$ cat src/rtl/deadline_sorted_timer_queue_assert.svh
// Assertion macros for the deadline sorted timer queue.
// Used by the top level; needs no package.
`ifndef DEADLINE_SORTED_TIMER_QUEUE_ASSERT_SVH
`define DEADLINE_SORTED_TIMER_QUEUE_ASSERT_SVH

`ifndef NO_ASSERTIONS

// Same-cycle implication, disabled while reset is active.
`define TDQ_ASSERT_IMPL(lbl, clk, rst_n, ante, cons) \
    lbl: assert property (@(posedge clk) disable iff (!rst_n) (ante) |-> (cons)) \
        else $error("timer queue assertion failed");

// Next-cycle implication, disabled while reset is active.
`define TDQ_ASSERT_NEXT(lbl, clk, rst_n, ante, cons) \
    lbl: assert property (@(posedge clk) disable iff (!rst_n) (ante) |=> (cons)) \
        else $error("timer queue assertion failed");

`else

`define TDQ_ASSERT_IMPL(lbl, clk, rst_n, ante, cons)
`define TDQ_ASSERT_NEXT(lbl, clk, rst_n, ante, cons)

`endif

`endif

$ cat src/rtl/tdq_pkg.sv
// Shared types, codes and helpers for the deadline sorted timer queue.
// No dependencies; imported by every module of the block.
package tdq_pkg;

    // Default sizes and fixed field widths.
    localparam int DEF_CAPACITY  = 16;
    localparam int DEF_TIME_BITS = 48;
    localparam int MAX_FIRE      = 16;
    localparam int IN_TIME_W     = 48;
    localparam int ID_W          = 32;
    localparam int DEST_W        = 16;
    localparam int PAY_W         = 32;
    localparam int ENTRY_FIXED_W = ID_W + DEST_W + PAY_W;

    // Request opcodes.
    localparam logic [1:0] OP_ADD    = 2'd0;
    localparam logic [1:0] OP_DELETE = 2'd1;
    localparam logic [1:0] OP_TICK   = 2'd2;

    // Result status codes.
    localparam logic [2:0] ST_ADDED    = 3'd0;
    localparam logic [2:0] ST_FULL     = 3'd1;
    localparam logic [2:0] ST_DELETED  = 3'd2;
    localparam logic [2:0] ST_NOTFOUND = 3'd3;
    localparam logic [2:0] ST_FIRED    = 3'd4;

    // One input request.
    typedef struct packed {
        logic [1:0]           opcode;
        logic [IN_TIME_W-1:0] deadline;
        logic [DEST_W-1:0]    destination;
        logic [PAY_W-1:0]     payload;
        logic [ID_W-1:0]      target_id;
        logic [IN_TIME_W-1:0] current_time;
    } tdq_in_t;

    // One result.
    typedef struct packed {
        logic [2:0]        status;
        logic [ID_W-1:0]   result_id;
        logic [DEST_W-1:0] fired_destination;
        logic [PAY_W-1:0]  fired_payload;
        logic              last;
    } tdq_out_t;

    // Flags from the shared compare unit.
    typedef struct packed {
        logic gt;
        logic lt;
        logic id_eq;
    } tdq_cmp_t;

    // Assemble a result item.
    function automatic tdq_out_t tdq_result(input logic [2:0]        status,
                                            input logic [ID_W-1:0]   id,
                                            input logic [DEST_W-1:0] dest,
                                            input logic [PAY_W-1:0]  pay,
                                            input logic              last);
        tdq_out_t r;
        r.status            = status;
        r.result_id         = id;
        r.fired_destination = dest;
        r.fired_payload     = pay;
        r.last              = last;
        return r;
    endfunction

endpackage

$ cat src/rtl/tdq_ram.sv
// Entry store of the timer queue: one write port, one read port, registered read.
// Depends on tdq_pkg for default sizes.
module tdq_ram
    import tdq_pkg::*;
#(
    parameter int DEPTH  = DEF_CAPACITY,
    parameter int DATA_W = DEF_TIME_BITS + ENTRY_FIXED_W
) (
    input  logic                     aclk,
    input  logic                     we,
    input  logic [$clog2(DEPTH)-1:0] waddr,
    input  logic [DATA_W-1:0]        wdata,
    input  logic [$clog2(DEPTH)-1:0] raddr,
    output logic [DATA_W-1:0]        rdata
);

    logic [DATA_W-1:0] mem [DEPTH];
    logic [DATA_W-1:0] rdata_reg;

    // Write and registered read.
    always_ff @(posedge aclk) begin
        if (we) begin
            mem[waddr] <= wdata;
        end
        rdata_reg <= mem[raddr];
    end

    assign rdata = rdata_reg;

endmodule

$ cat src/rtl/tdq_cmp.sv
// Shared compare unit: deadline magnitude compare and id match for one entry.
// Depends on tdq_pkg for the flag struct and id width.
module tdq_cmp
    import tdq_pkg::*;
#(
    parameter int TIME_BITS = DEF_TIME_BITS
) (
    input  logic [TIME_BITS-1:0] entry_deadline,
    input  logic [TIME_BITS-1:0] key_time,
    input  logic [ID_W-1:0]      entry_id,
    input  logic [ID_W-1:0]      match_id,
    output tdq_cmp_t             res
);

    // One comparator serves insert search (later) and tick (earlier).
    always_comb begin
        res.gt    = entry_deadline > key_time;
        res.lt    = entry_deadline < key_time;
        res.id_eq = entry_id == match_id;
    end

endmodule

$ cat src/rtl/tdq_ctrl.sv
// Sequencer of the timer queue: walks the entry store one entry at a time
// through the shared compare unit. Depends on tdq_pkg, tdq_ram and tdq_cmp.
module tdq_ctrl
    import tdq_pkg::*;
#(
    parameter int CAPACITY  = DEF_CAPACITY,
    parameter int TIME_BITS = DEF_TIME_BITS
) (
    input  logic     aclk,
    input  logic     aresetn,
    input  logic     s_valid,
    output logic     s_ready,
    input  tdq_in_t  s_item,
    output logic     emit_valid,
    output tdq_out_t emit_item,
    input  logic     emit_take
);

    localparam int AW       = $clog2(CAPACITY);
    localparam int CNT_W    = $clog2(CAPACITY + 1);
    localparam int ENTRY_W  = TIME_BITS + ENTRY_FIXED_W;
    localparam int DEST_LSB = PAY_W;
    localparam int ID_LSB   = PAY_W + DEST_W;
    localparam int DL_LSB   = ID_LSB + ID_W;

    typedef enum logic [3:0] {
        S_IDLE,
        S_AREAD,
        S_AEVAL,
        S_AINS,
        S_DREAD,
        S_DEVAL,
        S_TREAD,
        S_TEVAL,
        S_TLAST,
        S_FINISH
    } state_t;

    state_t               state_reg, state_next;
    logic [CNT_W-1:0]     count_reg, count_next;
    logic [ID_W-1:0]      next_id_reg, next_id_next;
    logic [AW-1:0]        idx_reg, idx_next;
    logic [AW-1:0]        ins_addr_reg, ins_addr_next;
    logic [CNT_W-1:0]     fire_n_reg, fire_n_next;
    logic                 found_reg, found_next;
    logic                 firing_reg, firing_next;
    logic                 pend_reg, pend_next;
    logic [TIME_BITS-1:0] key_reg, key_next;
    logic [ID_W-1:0]      op_id_reg, op_id_next;
    logic [DEST_W-1:0]    new_dest_reg, new_dest_next;
    logic [PAY_W-1:0]     new_pay_reg, new_pay_next;
    logic [ID_W-1:0]      pend_id_reg, pend_id_next;
    logic [DEST_W-1:0]    pend_dest_reg, pend_dest_next;
    logic [PAY_W-1:0]     pend_pay_reg, pend_pay_next;
    tdq_out_t             fin_item_reg, fin_item_next;
    logic                 emit_valid_reg, emit_valid_next;
    tdq_out_t             emit_item_reg, emit_item_next;

    logic                 mem_we;
    logic [AW-1:0]        mem_waddr;
    logic [ENTRY_W-1:0]   mem_wdata;
    logic [ENTRY_W-1:0]   rdata;
    logic [TIME_BITS-1:0] rd_deadline;
    logic [ID_W-1:0]      rd_id;
    logic [DEST_W-1:0]    rd_dest;
    logic [PAY_W-1:0]     rd_pay;
    tdq_cmp_t             cmp_res;
    logic                 slot_free;
    logic                 last_idx;
    logic                 found_now;
    logic                 fire_ok;

    // Entry store, read at the scan index.
    tdq_ram #(
        .DEPTH  (CAPACITY),
        .DATA_W (ENTRY_W)
    ) u_ram (
        .aclk  (aclk),
        .we    (mem_we),
        .waddr (mem_waddr),
        .wdata (mem_wdata),
        .raddr (idx_reg),
        .rdata (rdata)
    );

    // Unpack the entry just read.
    assign rd_deadline = rdata[DL_LSB +: TIME_BITS];
    assign rd_id       = rdata[ID_LSB +: ID_W];
    assign rd_dest     = rdata[DEST_LSB +: DEST_W];
    assign rd_pay      = rdata[0 +: PAY_W];

    // Compare the entry against the key time and the request id.
    tdq_cmp #(
        .TIME_BITS (TIME_BITS)
    ) u_cmp (
        .entry_deadline (rd_deadline),
        .key_time       (key_reg),
        .entry_id       (rd_id),
        .match_id       (op_id_reg),
        .res            (cmp_res)
    );

    // Helpers for the scan.
    assign slot_free = !emit_valid_reg || emit_take;
    assign last_idx  = (CNT_W'(idx_reg) + CNT_W'(1)) == count_reg;
    assign found_now = found_reg || cmp_res.id_eq;
    assign fire_ok   = firing_reg && cmp_res.lt && (int'(fire_n_reg) < MAX_FIRE);

    // Next-state and datapath control.
    always_comb begin
        state_next      = state_reg;
        count_next      = count_reg;
        next_id_next    = next_id_reg;
        idx_next        = idx_reg;
        ins_addr_next   = ins_addr_reg;
        fire_n_next     = fire_n_reg;
        found_next      = found_reg;
        firing_next     = firing_reg;
        pend_next       = pend_reg;
        key_next        = key_reg;
        op_id_next      = op_id_reg;
        new_dest_next   = new_dest_reg;
        new_pay_next    = new_pay_reg;
        pend_id_next    = pend_id_reg;
        pend_dest_next  = pend_dest_reg;
        pend_pay_next   = pend_pay_reg;
        fin_item_next   = fin_item_reg;
        emit_valid_next = emit_valid_reg && !emit_take;
        emit_item_next  = emit_item_reg;
        mem_we          = 1'b0;
        mem_waddr       = idx_reg;
        mem_wdata       = rdata;

        case (state_reg)
            S_IDLE: begin
                if (s_valid) begin
                    new_dest_next = s_item.destination;
                    new_pay_next  = s_item.payload;
                    fire_n_next   = '0;
                    found_next    = 1'b0;
                    firing_next   = 1'b1;
                    pend_next     = 1'b0;
                    idx_next      = '0;
                    if (s_item.opcode == OP_TICK) begin
                        key_next = TIME_BITS'(s_item.current_time);
                    end else begin
                        key_next = TIME_BITS'(s_item.deadline);
                    end
                    case (s_item.opcode)
                        OP_ADD: begin
                            if (count_reg == CNT_W'(CAPACITY)) begin
                                fin_item_next = tdq_result(ST_FULL, '0, '0, '0, 1'b1);
                                state_next    = S_FINISH;
                            end else begin
                                op_id_next   = next_id_reg;
                                next_id_next = next_id_reg + ID_W'(1);
                                if (count_reg == '0) begin
                                    ins_addr_next = '0;
                                    state_next    = S_AINS;
                                end else begin
                                    idx_next   = AW'(count_reg - CNT_W'(1));
                                    state_next = S_AREAD;
                                end
                            end
                        end
                        OP_DELETE: begin
                            op_id_next = s_item.target_id;
                            if (count_reg == '0) begin
                                fin_item_next = tdq_result(ST_NOTFOUND, s_item.target_id,
                                                           '0, '0, 1'b1);
                                state_next    = S_FINISH;
                            end else begin
                                state_next = S_DREAD;
                            end
                        end
                        OP_TICK: begin
                            if (count_reg != '0) begin
                                state_next = S_TREAD;
                            end
                        end
                        default: begin
                            state_next = S_IDLE;
                        end
                    endcase
                end
            end

            // Insert: walk from the tail, moving later entries up by one.
            S_AREAD: begin
                state_next = S_AEVAL;
            end
            S_AEVAL: begin
                if (cmp_res.gt) begin
                    mem_we    = 1'b1;
                    mem_waddr = idx_reg + AW'(1);
                    if (idx_reg == '0) begin
                        ins_addr_next = '0;
                        state_next    = S_AINS;
                    end else begin
                        idx_next   = idx_reg - AW'(1);
                        state_next = S_AREAD;
                    end
                end else begin
                    ins_addr_next = idx_reg + AW'(1);
                    state_next    = S_AINS;
                end
            end
            S_AINS: begin
                mem_we        = 1'b1;
                mem_waddr     = ins_addr_reg;
                mem_wdata     = {key_reg, op_id_reg, new_dest_reg, new_pay_reg};
                count_next    = count_reg + CNT_W'(1);
                fin_item_next = tdq_result(ST_ADDED, op_id_reg, '0, '0, 1'b1);
                state_next    = S_FINISH;
            end

            // Delete: walk from the head; after the match, move entries down.
            S_DREAD: begin
                state_next = S_DEVAL;
            end
            S_DEVAL: begin
                if (found_reg) begin
                    mem_we    = 1'b1;
                    mem_waddr = idx_reg - AW'(1);
                end
                found_next = found_now;
                if (last_idx) begin
                    if (found_now) begin
                        count_next    = count_reg - CNT_W'(1);
                        fin_item_next = tdq_result(ST_DELETED, op_id_reg, '0, '0, 1'b1);
                    end else begin
                        fin_item_next = tdq_result(ST_NOTFOUND, op_id_reg, '0, '0, 1'b1);
                    end
                    state_next = S_FINISH;
                end else begin
                    idx_next   = idx_reg + AW'(1);
                    state_next = S_DREAD;
                end
            end

            // Tick: fire due head entries, holding one back to set last, then
            // move the remaining entries down by the number fired.
            S_TREAD: begin
                state_next = S_TEVAL;
            end
            S_TEVAL: begin
                if (fire_ok) begin
                    if (!pend_reg || slot_free) begin
                        if (pend_reg) begin
                            emit_valid_next = 1'b1;
                            emit_item_next  = tdq_result(ST_FIRED, pend_id_reg, pend_dest_reg,
                                                         pend_pay_reg, 1'b0);
                        end
                        pend_next      = 1'b1;
                        pend_id_next   = rd_id;
                        pend_dest_next = rd_dest;
                        pend_pay_next  = rd_pay;
                        fire_n_next    = fire_n_reg + CNT_W'(1);
                        if (last_idx) begin
                            state_next = S_TLAST;
                        end else begin
                            idx_next   = idx_reg + AW'(1);
                            state_next = S_TREAD;
                        end
                    end
                end else if (fire_n_reg == '0) begin
                    state_next = S_IDLE;
                end else if (!pend_reg || slot_free) begin
                    if (pend_reg) begin
                        emit_valid_next = 1'b1;
                        emit_item_next  = tdq_result(ST_FIRED, pend_id_reg, pend_dest_reg,
                                                     pend_pay_reg, 1'b1);
                    end
                    pend_next   = 1'b0;
                    firing_next = 1'b0;
                    mem_we      = 1'b1;
                    mem_waddr   = AW'(CNT_W'(idx_reg) - fire_n_reg);
                    if (last_idx) begin
                        count_next = count_reg - fire_n_reg;
                        state_next = S_IDLE;
                    end else begin
                        idx_next   = idx_reg + AW'(1);
                        state_next = S_TREAD;
                    end
                end
            end
            S_TLAST: begin
                if (slot_free) begin
                    emit_valid_next = 1'b1;
                    emit_item_next  = tdq_result(ST_FIRED, pend_id_reg, pend_dest_reg,
                                                 pend_pay_reg, 1'b1);
                    pend_next       = 1'b0;
                    count_next      = count_reg - fire_n_reg;
                    state_next      = S_IDLE;
                end
            end

            // Hand the single result of an add or delete to the output stage.
            S_FINISH: begin
                if (slot_free) begin
                    emit_valid_next = 1'b1;
                    emit_item_next  = fin_item_reg;
                    state_next      = S_IDLE;
                end
            end

            default: begin
                state_next = S_IDLE;
            end
        endcase
    end

    // State and registered outputs.
    always_ff @(posedge aclk) begin
        idx_reg       <= idx_next;
        ins_addr_reg  <= ins_addr_next;
        key_reg       <= key_next;
        op_id_reg     <= op_id_next;
        new_dest_reg  <= new_dest_next;
        new_pay_reg   <= new_pay_next;
        pend_id_reg   <= pend_id_next;
        pend_dest_reg <= pend_dest_next;
        pend_pay_reg  <= pend_pay_next;
        fin_item_reg  <= fin_item_next;
        emit_item_reg <= emit_item_next;
        if (!aresetn) begin
            state_reg      <= S_IDLE;
            count_reg      <= '0;
            next_id_reg    <= ID_W'(1);
            fire_n_reg     <= '0;
            found_reg      <= 1'b0;
            firing_reg     <= 1'b0;
            pend_reg       <= 1'b0;
            emit_valid_reg <= 1'b0;
        end else begin
            state_reg      <= state_next;
            count_reg      <= count_next;
            next_id_reg    <= next_id_next;
            fire_n_reg     <= fire_n_next;
            found_reg      <= found_next;
            firing_reg     <= firing_next;
            pend_reg       <= pend_next;
            emit_valid_reg <= emit_valid_next;
        end
    end

    assign s_ready    = (state_reg == S_IDLE);
    assign emit_valid = emit_valid_reg;
    assign emit_item  = emit_item_reg;

endmodule

$ cat src/rtl/deadline_sorted_timer_queue.sv
// Deadline sorted timer queue. Holds up to CAPACITY timers in ascending deadline
// order in a single-port-read memory and serves one request at a time; s_ready is
// high only while the sequencer is idle. Each entry visited takes a read state (read
// address) and then a compare state on the registered read data. An add walks from
// the tail until it meets an entry whose deadline is not later, and a delete walks
// the whole queue. A tick on an empty queue does no walk, and one with nothing due
// reads only the head. A tick that fires walks the whole queue while it emits the
// fired entries and compacts the rest. A full queue rejects an add without a walk.
// Results leave through an output register, so the next request is taken while a
// result still waits on m_ready.
// Depends on tdq_pkg, tdq_ctrl and deadline_sorted_timer_queue_assert.svh.
`include "deadline_sorted_timer_queue_assert.svh"

module deadline_sorted_timer_queue
    import tdq_pkg::*;
#(
    parameter int CAPACITY  = DEF_CAPACITY,
    parameter int TIME_BITS = DEF_TIME_BITS
) (
    input  logic     aclk,
    input  logic     aresetn,
    input  logic     s_valid,
    output logic     s_ready,
    input  tdq_in_t  s_item,
    output logic     m_valid,
    input  logic     m_ready,
    output tdq_out_t m_item
);

    logic     emit_valid;
    tdq_out_t emit_item;
    logic     emit_take;
    logic     out_free;
    logic     m_valid_reg;
    tdq_out_t m_item_reg;

    // Request sequencer with its store and compare unit.
    tdq_ctrl #(
        .CAPACITY  (CAPACITY),
        .TIME_BITS (TIME_BITS)
    ) u_ctrl (
        .aclk       (aclk),
        .aresetn    (aresetn),
        .s_valid    (s_valid),
        .s_ready    (s_ready),
        .s_item     (s_item),
        .emit_valid (emit_valid),
        .emit_item  (emit_item),
        .emit_take  (emit_take)
    );

    // Output register: loads whenever it is empty or being drained.
    assign out_free  = !m_valid_reg || m_ready;
    assign emit_take = emit_valid && out_free;

    always_ff @(posedge aclk) begin
        if (emit_take) begin
            m_item_reg <= emit_item;
        end
        if (!aresetn) begin
            m_valid_reg <= 1'b0;
        end else if (emit_take) begin
            m_valid_reg <= 1'b1;
        end else if (m_ready) begin
            m_valid_reg <= 1'b0;
        end
    end

    assign m_valid = m_valid_reg;
    assign m_item  = m_item_reg;

    // A result handed over always shows up on the output next cycle.
    `TDQ_ASSERT_NEXT(a_emit_lands, aclk, aresetn, emit_take, m_valid)
    // Only fired results can be followed by more results of the same request.
    `TDQ_ASSERT_IMPL(a_single_last, aclk, aresetn, m_valid && (m_item.status != ST_FIRED), m_item.last)
    // A rejected add never reports an id.
    `TDQ_ASSERT_IMPL(a_full_no_id, aclk, aresetn, m_valid && (m_item.status == ST_FULL), m_item.result_id == 32'd0)

endmodule

$ cat config.mk
export PLATFORM = sky130hd
export DESIGN_NAME = deadline_sorted_timer_queue
export DESIGN_NICKNAME = d
export VERILOG_FILES = /design/src/rtl/tdq_pkg.sv /design/src/rtl/tdq_ram.sv /design/src/rtl/tdq_cmp.sv /design/src/rtl/tdq_ctrl.sv /design/src/rtl/deadline_sorted_timer_queue.sv
export VERILOG_INCLUDE_DIRS = /design/src /design/src/rtl
export SDC_FILE = /design/constraint.sdc
export NUM_CORES = 2
export LEC_CHECK = 0
export ABC_CLOCK_PERIOD_IN_PS = 20400
export BUFFER_PORTS_ARGS = -buffer_cell sky130_fd_sc_hd__buf_2
export CORE_MARGIN = 2
export CORE_UTILIZATION = 50
export CTS_CLUSTER_SIZE = 16
export DETAILED_ROUTE_END_ITERATION = 16
export PLACE_DENSITY = 0.69
export SETUP_SLACK_MARGIN = 0.1
export SLEW_MARGIN = 20
export SYNTH_ARGS = -nofsm -noshare
export SYNTH_HDL_FRONTEND = slang
export SYNTH_SLANG_ARGS = --single-unit
export TNS_END_PERCENT = 10
$ cat constraint.sdc
create_clock -name aclk -period 20.4 [get_ports aclk]
set_input_delay 2.04 -clock aclk [delete_from_list [all_inputs] [get_ports aclk]]
set_output_delay 2.04 -clock aclk [all_outputs]
set_load 0.02 [all_outputs]
; Yosys cells after proc, flatten, opt, wreduce, memory -nomap -nowiden
; Memories as Yosys holds them, arrays and structs flattened. A register that Yosys moved wholly into a read port is not among the register bits.
; Cells that the tools add are included.
[word_totals]
regBits = 519
ramBits = 2048
input_bits = 182
n_memories = 1
[mem_list]
columns = name, depth, word_bits, rd, rd_clocked_by_memory_dff, wr, line
row1 = u_ctrl.u_ram.mem, 16, 128, 1, 1, 1, tdq_ram.sv:17  ; logic [DATA_W-1:0] mem [DEPTH];
[op_classes]
n_addsub = 9
n_lt_le_gt_ge = 3
n_eq_ne = 40
muxes = 100
bitwise_logic = 1
n_reduce_logical = 43
[ops]
columns = op, n
row1 = $mux W84, 12
row2 = $pmux W84 S3, 2
row3 = $pmux W84 S2, 1
row4 = $mux W128, 1
row5 = $mux W4, 32
row6 = $mux W82, 1
row7 = $pmux W32 S2, 1
row8 = $mux W5, 10
row9 = $gt A48 B48 Y1, 1
row10 = $lt A48 B48 Y1, 1
row11 = $mux W48, 1
row12 = $pmux W4 S9, 1
row13 = $add A32 B1 Y32 const B, 1
row14 = $eq A32 B32 Y1, 1
row15 = $mux W32, 1
row16 = $pmux W4 S4, 2
row17 = $ne A2 B1 Y1 const B, 12
row18 = $mux W1, 22
row19 = $pmux W5 S4, 1
row20 = $reduce_and A5 Y1, 4
row21 = $reduce_and A6 Y1, 3
row22 = $eq A4 B3 Y1 const B, 4
row23 = $ne A2 B2 Y1 const B, 6
row24 = $pmux W4 S3, 1
row25 = other kinds (41), 74

; Longest topological paths before layout
[depth]
word_depth = 11
mapped_depth = 15

; Cells and area by module
; From an unflattened synthesis, not the netlist that was laid out.
[unflattened]
cells_unflattened = 4931
area_unflattened_um2 = 100571.5
[by_module_without_submodules]
columns = module, instances, cells_per_inst, area_per_inst_um2
row1 = tdq_ram, 1, 3365, 79343.6
row2 = tdq_ctrl, 1, 1254, 17007.6
row3 = deadline_sorted_timer_queue, 1, 88, 2570.0
row4 = tdq_cmp, 1, 224, 1650.3

; Worst setup path before layout
; OpenSTA, ideal clock, no wires.
[synth_timing]
path_type = input to register
from = input m_ready
to = memory u_ctrl.u_ram.mem[11][0] (netlist bit) (enable)
t_arrival_ns = 12.163
required_ns = 19.628
setup_slack_ns = 7.465
path_stages = 9
n_path_buf = 1
cell_sequence = nor2b_1 nand3_1 and2_1 clkbuf_1 nand3_1 a31oi_1 a2111oi_1 a211oi_2 nor3_1
[synth_between]
elab_chain_cells = 10
[synth_rtl]
columns = item, line
row1 = start: declaration, deadline_sorted_timer_queue.sv:26  ; input logic m_ready,
row2 = $logic_or A1 B1 Y1 *, deadline_sorted_timer_queue.sv:53  ; assign out_free = !m_valid_reg || m_ready;
row3 = $logic_and A1 B1 Y1 *, deadline_sorted_timer_queue.sv:54  ; assign emit_take = emit_valid && out_free;
row4 = $logic_or A1 B1 Y1 *, tdq_ctrl.sv:104  ; assign slot_free = !emit_valid_reg || emit_take;
row5 = $logic_or A1 B1 Y1 *, tdq_ctrl.sv:268  ; end else if (!pend_reg || slot_free) begin
row6 = $mux W1, tdq_ctrl.sv:268
row7 = $mux W1, tdq_ctrl.sv:266  ; end else if (fire_n_reg == '0) begin
row8 = $mux W1, tdq_ctrl.sv:247  ; if (fire_ok) begin
row9 = $pmux W1 S4, tdq_ctrl.sv:134  ; case (state_reg)
row10 = $mux W1, tdq_ram.sv:22  ; if (we) begin
row11 = $mux W1 (implied by the code), tdq_ram.sv:23  ; mem[waddr] <= wdata;
row12 = end: declaration, tdq_ram.sv:17
; Mark *: on every way between the ends. The rest lies on a longest branch, timed or not.

; Worst setup path after layout
[layout_timing]
from = register u_ctrl.state_reg[0]
to = memory u_ctrl.u_ram.mem[7][13] (netlist bit) (enable)
[layout_between]
elab_chain_cells = 4
[layout_rtl]
columns = item, line
row1 = start: declaration, tdq_ctrl.sv:39  ; state_t state_reg, state_next;
row2 = start signal: assignment, tdq_ctrl.sv:336  ; state_reg <= state_next;
row3 = $eq A4 B3 Y1 or $eq A4 B2 Y1 (tied branches), tdq_ctrl.sv:134
row4 = $pmux W1 S4, tdq_ctrl.sv:134
row5 = $mux W1, tdq_ram.sv:22
row6 = $mux W1 (implied by the code), tdq_ram.sv:23
; Parallel ways exist; a longest one is shown, timed or not.

==> run_results.csv <==
group,metric,value,unit
setup_path,reg2reg_from,"u_ctrl.state_reg[0]$_SDFFE_PN0P_",
clocking,clock_latency,0.91,ns
logic_synthesis,synth_edf_count,2466,
sta,tightest_slew,1.21,ns
layout,fill_cells,14500,
clocking,cts_hold_buf,0,
grt,antenna_found_initial,5,
setup_path,rr_endpoint,"u_ctrl.u_ram.mem[7][13]$_DFFE_PP_",
sta,fmax,164,MHz
logic_synthesis,synth.distinct_cells,91,
min_path,hp-start,"u_ctrl.u_ram.rdata[40]$_DFF_P_",
grt,grt_pass1_vias,49500,
run,cap_violations,0,
drt,drt.antenna.violating_nets,0,
logic_synthesis,synth_warnings,0,
logic_synthesis,yosysSeqAreaShare,77.2,%
layout,fin_nets,5473,
setup_path,start_kind,"flip-flop",
sta,layout_setup_ws,14.30,ns
layout,syn_to_final_growth,13.6,%
grt,grt.total_usage,21.4,%
power_and_ir_drop,leakagePower,0.0371,uW
logic_synthesis,ys.flop_type,"edfxtp_1",
sta,grt_setup_unrepaired,"false",
setup_path,cp_max_fo,48,
clocking,cts_setup_buffers,0,
die,core,0.200,sq mm
logic_synthesis,synthesis.nets,5052,
power_and_ir_drop,ir_drop,0.127,mV
clocking,cts_buffers,278,
setup_path,reg2reg_depth,11,
die,start_util,50.3,%
drt,vias,47700,
drt,drt-wirelength-per-cell,27.1,um
place,io_buffers,267,
place,preCtsSetupSlack,13.81,ns
grt,grt_pass1_wl,324000,um
clocking,htreeDepth,5,
layout,largest_reg_flops,2048,
die,die_w,453,um
sta,finalSetupTns,0,ns
logic_synthesis,synth_area,0.101,sq mm
min_path,hold_class,"reg2reg",
logic_synthesis,synth.avg_cell_area,20.9,sq um
sta,maxSlewHeadroom,18.1,%
setup_path,end_kind,"flip-flop",
grt,grt_max_degree,145,
grt,globalRoute.totalOverflow,0,
place,routabilityCongestion,0.804,
logic_synthesis,ys_ff_latch,2645,
sta,min_period,6.10,ns
clocking,cts_resized,0,
logic_synthesis,synth_cells,4806,
setup_path,critical_path_arrival,6.62,ns
sta,maxSlewViolCount,0,
drt,drtIter0Drc,4916,
clocking,clock_path_buffers,4,
place,hpwl,113000,um
drt,via_per_inst,5.90,
sta,fin_crit_sh,29.9,%
setup_path,worstSetupStartpoint,"u_ctrl.state_reg[0]$_SDFFE_PN0P_",
die,die_h,453,um
setup_path,cp-endpoint,"u_ctrl.u_ram.mem[7][13]$_DFFE_PP_",
setup_path,crit_type,"reg2reg",
sta,hold_ws,0.407,ns
logic_synthesis,synthArstFlopShare,0,%
die,io_pins,268,
power_and_ir_drop,powerDensity,142,mW/mm^2
die,dieArea,0.205,sq mm
clocking,clock_sinks,2645,
sta,final_hold_viol_count,0,
sta,setup_viol,0,
layout,final_cell_mix,"edfxtp_1 (2,466), mux4_2 (640), nand2_1 (476)",
sta,finClkSkew,0.0483,ns
drt,first_pass_iters,8,
die,row_count,164,
drt,drc,0,
clocking,cts_tree,"yes",
drt,drt_wl_total,219000,um
layout,final_common_cell,"edfxtp_1",
layout,drive_above_1_share,28.4,%
setup_path,crit_required,20.92,ns
clocking,clk_pin_slew_worst_paths,0.07,ns
setup_path,r2r_slack,14.30,ns
clocking,clockRootBuffer,"clkbuf_16",
outcome,status,"finished, final reports clean",
[report_power, final]
group / total, uW / internal [uW] / switching [uW]
registers: 7400 / 7170 / 223
clock network: 4820 / 2840 / 1980
logic: 4010 / 1630 / 2380
[critical path, cell delays in order (launching register included)]
cell,delay (ns)
dfxtp_1,0.77
nand3b_1,0.33
nor2_1,0.65
nand2_1,0.20
o311ai_0,0.62
nor2_1,0.09
and3_1,0.24
a211oi_2,0.53
o211ai_1,0.47
nor2_4,0.19
buf_4,0.70
buf_4,0.82
[per-stage QoR]
step                      util [%]  power [uW]  cells  instance area (sq um)
after floorplan                  -       10300   4806                 101000
after global placement        52.8       11500   7603                 106000
after detailed placement      52.8       11600   7603                 106000
after CTS                     57.2       16400   8086                 114000
after global routing          57.2       16900   8087                 114000
final                         57.2       16200   8089                 114000
[per-layer routing]
layer / global-route usage, % / up-vias / routed length, um / share of wire (%)
li1: - / 20400 / - / -
met1: 28.8 / 25300 / 87000 / 40
met2: 36.8 / 1750 / 114000 / 52
met3: 3.24 / 322 / 13600 / 6.2
met4: 5.83 / 0 / 5080 / 2.3
met5: 0 / - / 0 / 0
[cells by family after synthesis]
family | count (synthesis) | synth area share (%)
DFF | 2645 | 77.2
and+or+nand+nor | 754 | 3.41
muxes | 723 | 15.2
buffers and inverters | 293 | 1.12
AOI/OAI and AO/OA | 252 | 1.61
xor gates and xnor gates | 75 | 0.653
adders and majority gates | 64 | 0.811
[how the worst min path moves through the flow]
stage,depth (start not counted),endpoint,slack [ns]
final,0,u_ctrl.pend_dest_reg[8]$_DFFE_PP_,0.41
after global routing,0,m_item[52]$_DFFE_PP_,0.42
after CTS,0,u_ctrl.pend_dest_reg[8]$_DFFE_PP_,0.40
after detailed placement,0,m_item[14]$_DFFE_PP_,0.40
after global placement,0,m_item[69]$_DFFE_PP_,0.40
after floorplan,0,m_item[0]$_DFFE_PP_,0.40
[synthesized netlist by cell type (all sizes together), types with 5 or more instances]
master	number	area, sq um
a221oi	5	43.8
o211ai	11	96.3
nand4	31	243
mux2	80	901
a21o	8	60.1
a21boi	8	63.8
a21oi	53	265
o21ai	117	589
edfxtp	2466	74100
clkbuf	158	593
inv	66	248
nor4	8	71.3
nand2	480	1810
mux4	640	14400
nand3	21	105
and2	61	382
and3	16	110
nor2b	6	37.5
o21a	5	37.5
or3	10	62.6
a211oi	6	55.1
dfxtp	179	3580
ha	62	776
a31oi	5	37.5
nand2b	7	46.3
nor2	81	317
xnor2	51	447
buf	66	269
xor2	24	210
nor3	21	138
[layout make-up]
class                           instances  area (sq um)  share of cell area [%]
Sequential cell                      2645         77600                    67.9
Multi-Input combinational cell       1868         22100                    19.3
Clock buffer                          376          7730                    6.76
Tap cell                             2656          3320                    2.91
Timing Repair Buffer                  365          2300                    2.01
Clock inverter                        107           932                   0.816
Inverter                               69           274                   0.240
Antenna cell                            3          7.51                 0.00657
No activity file was read; power rests on OpenSTA's default activity.
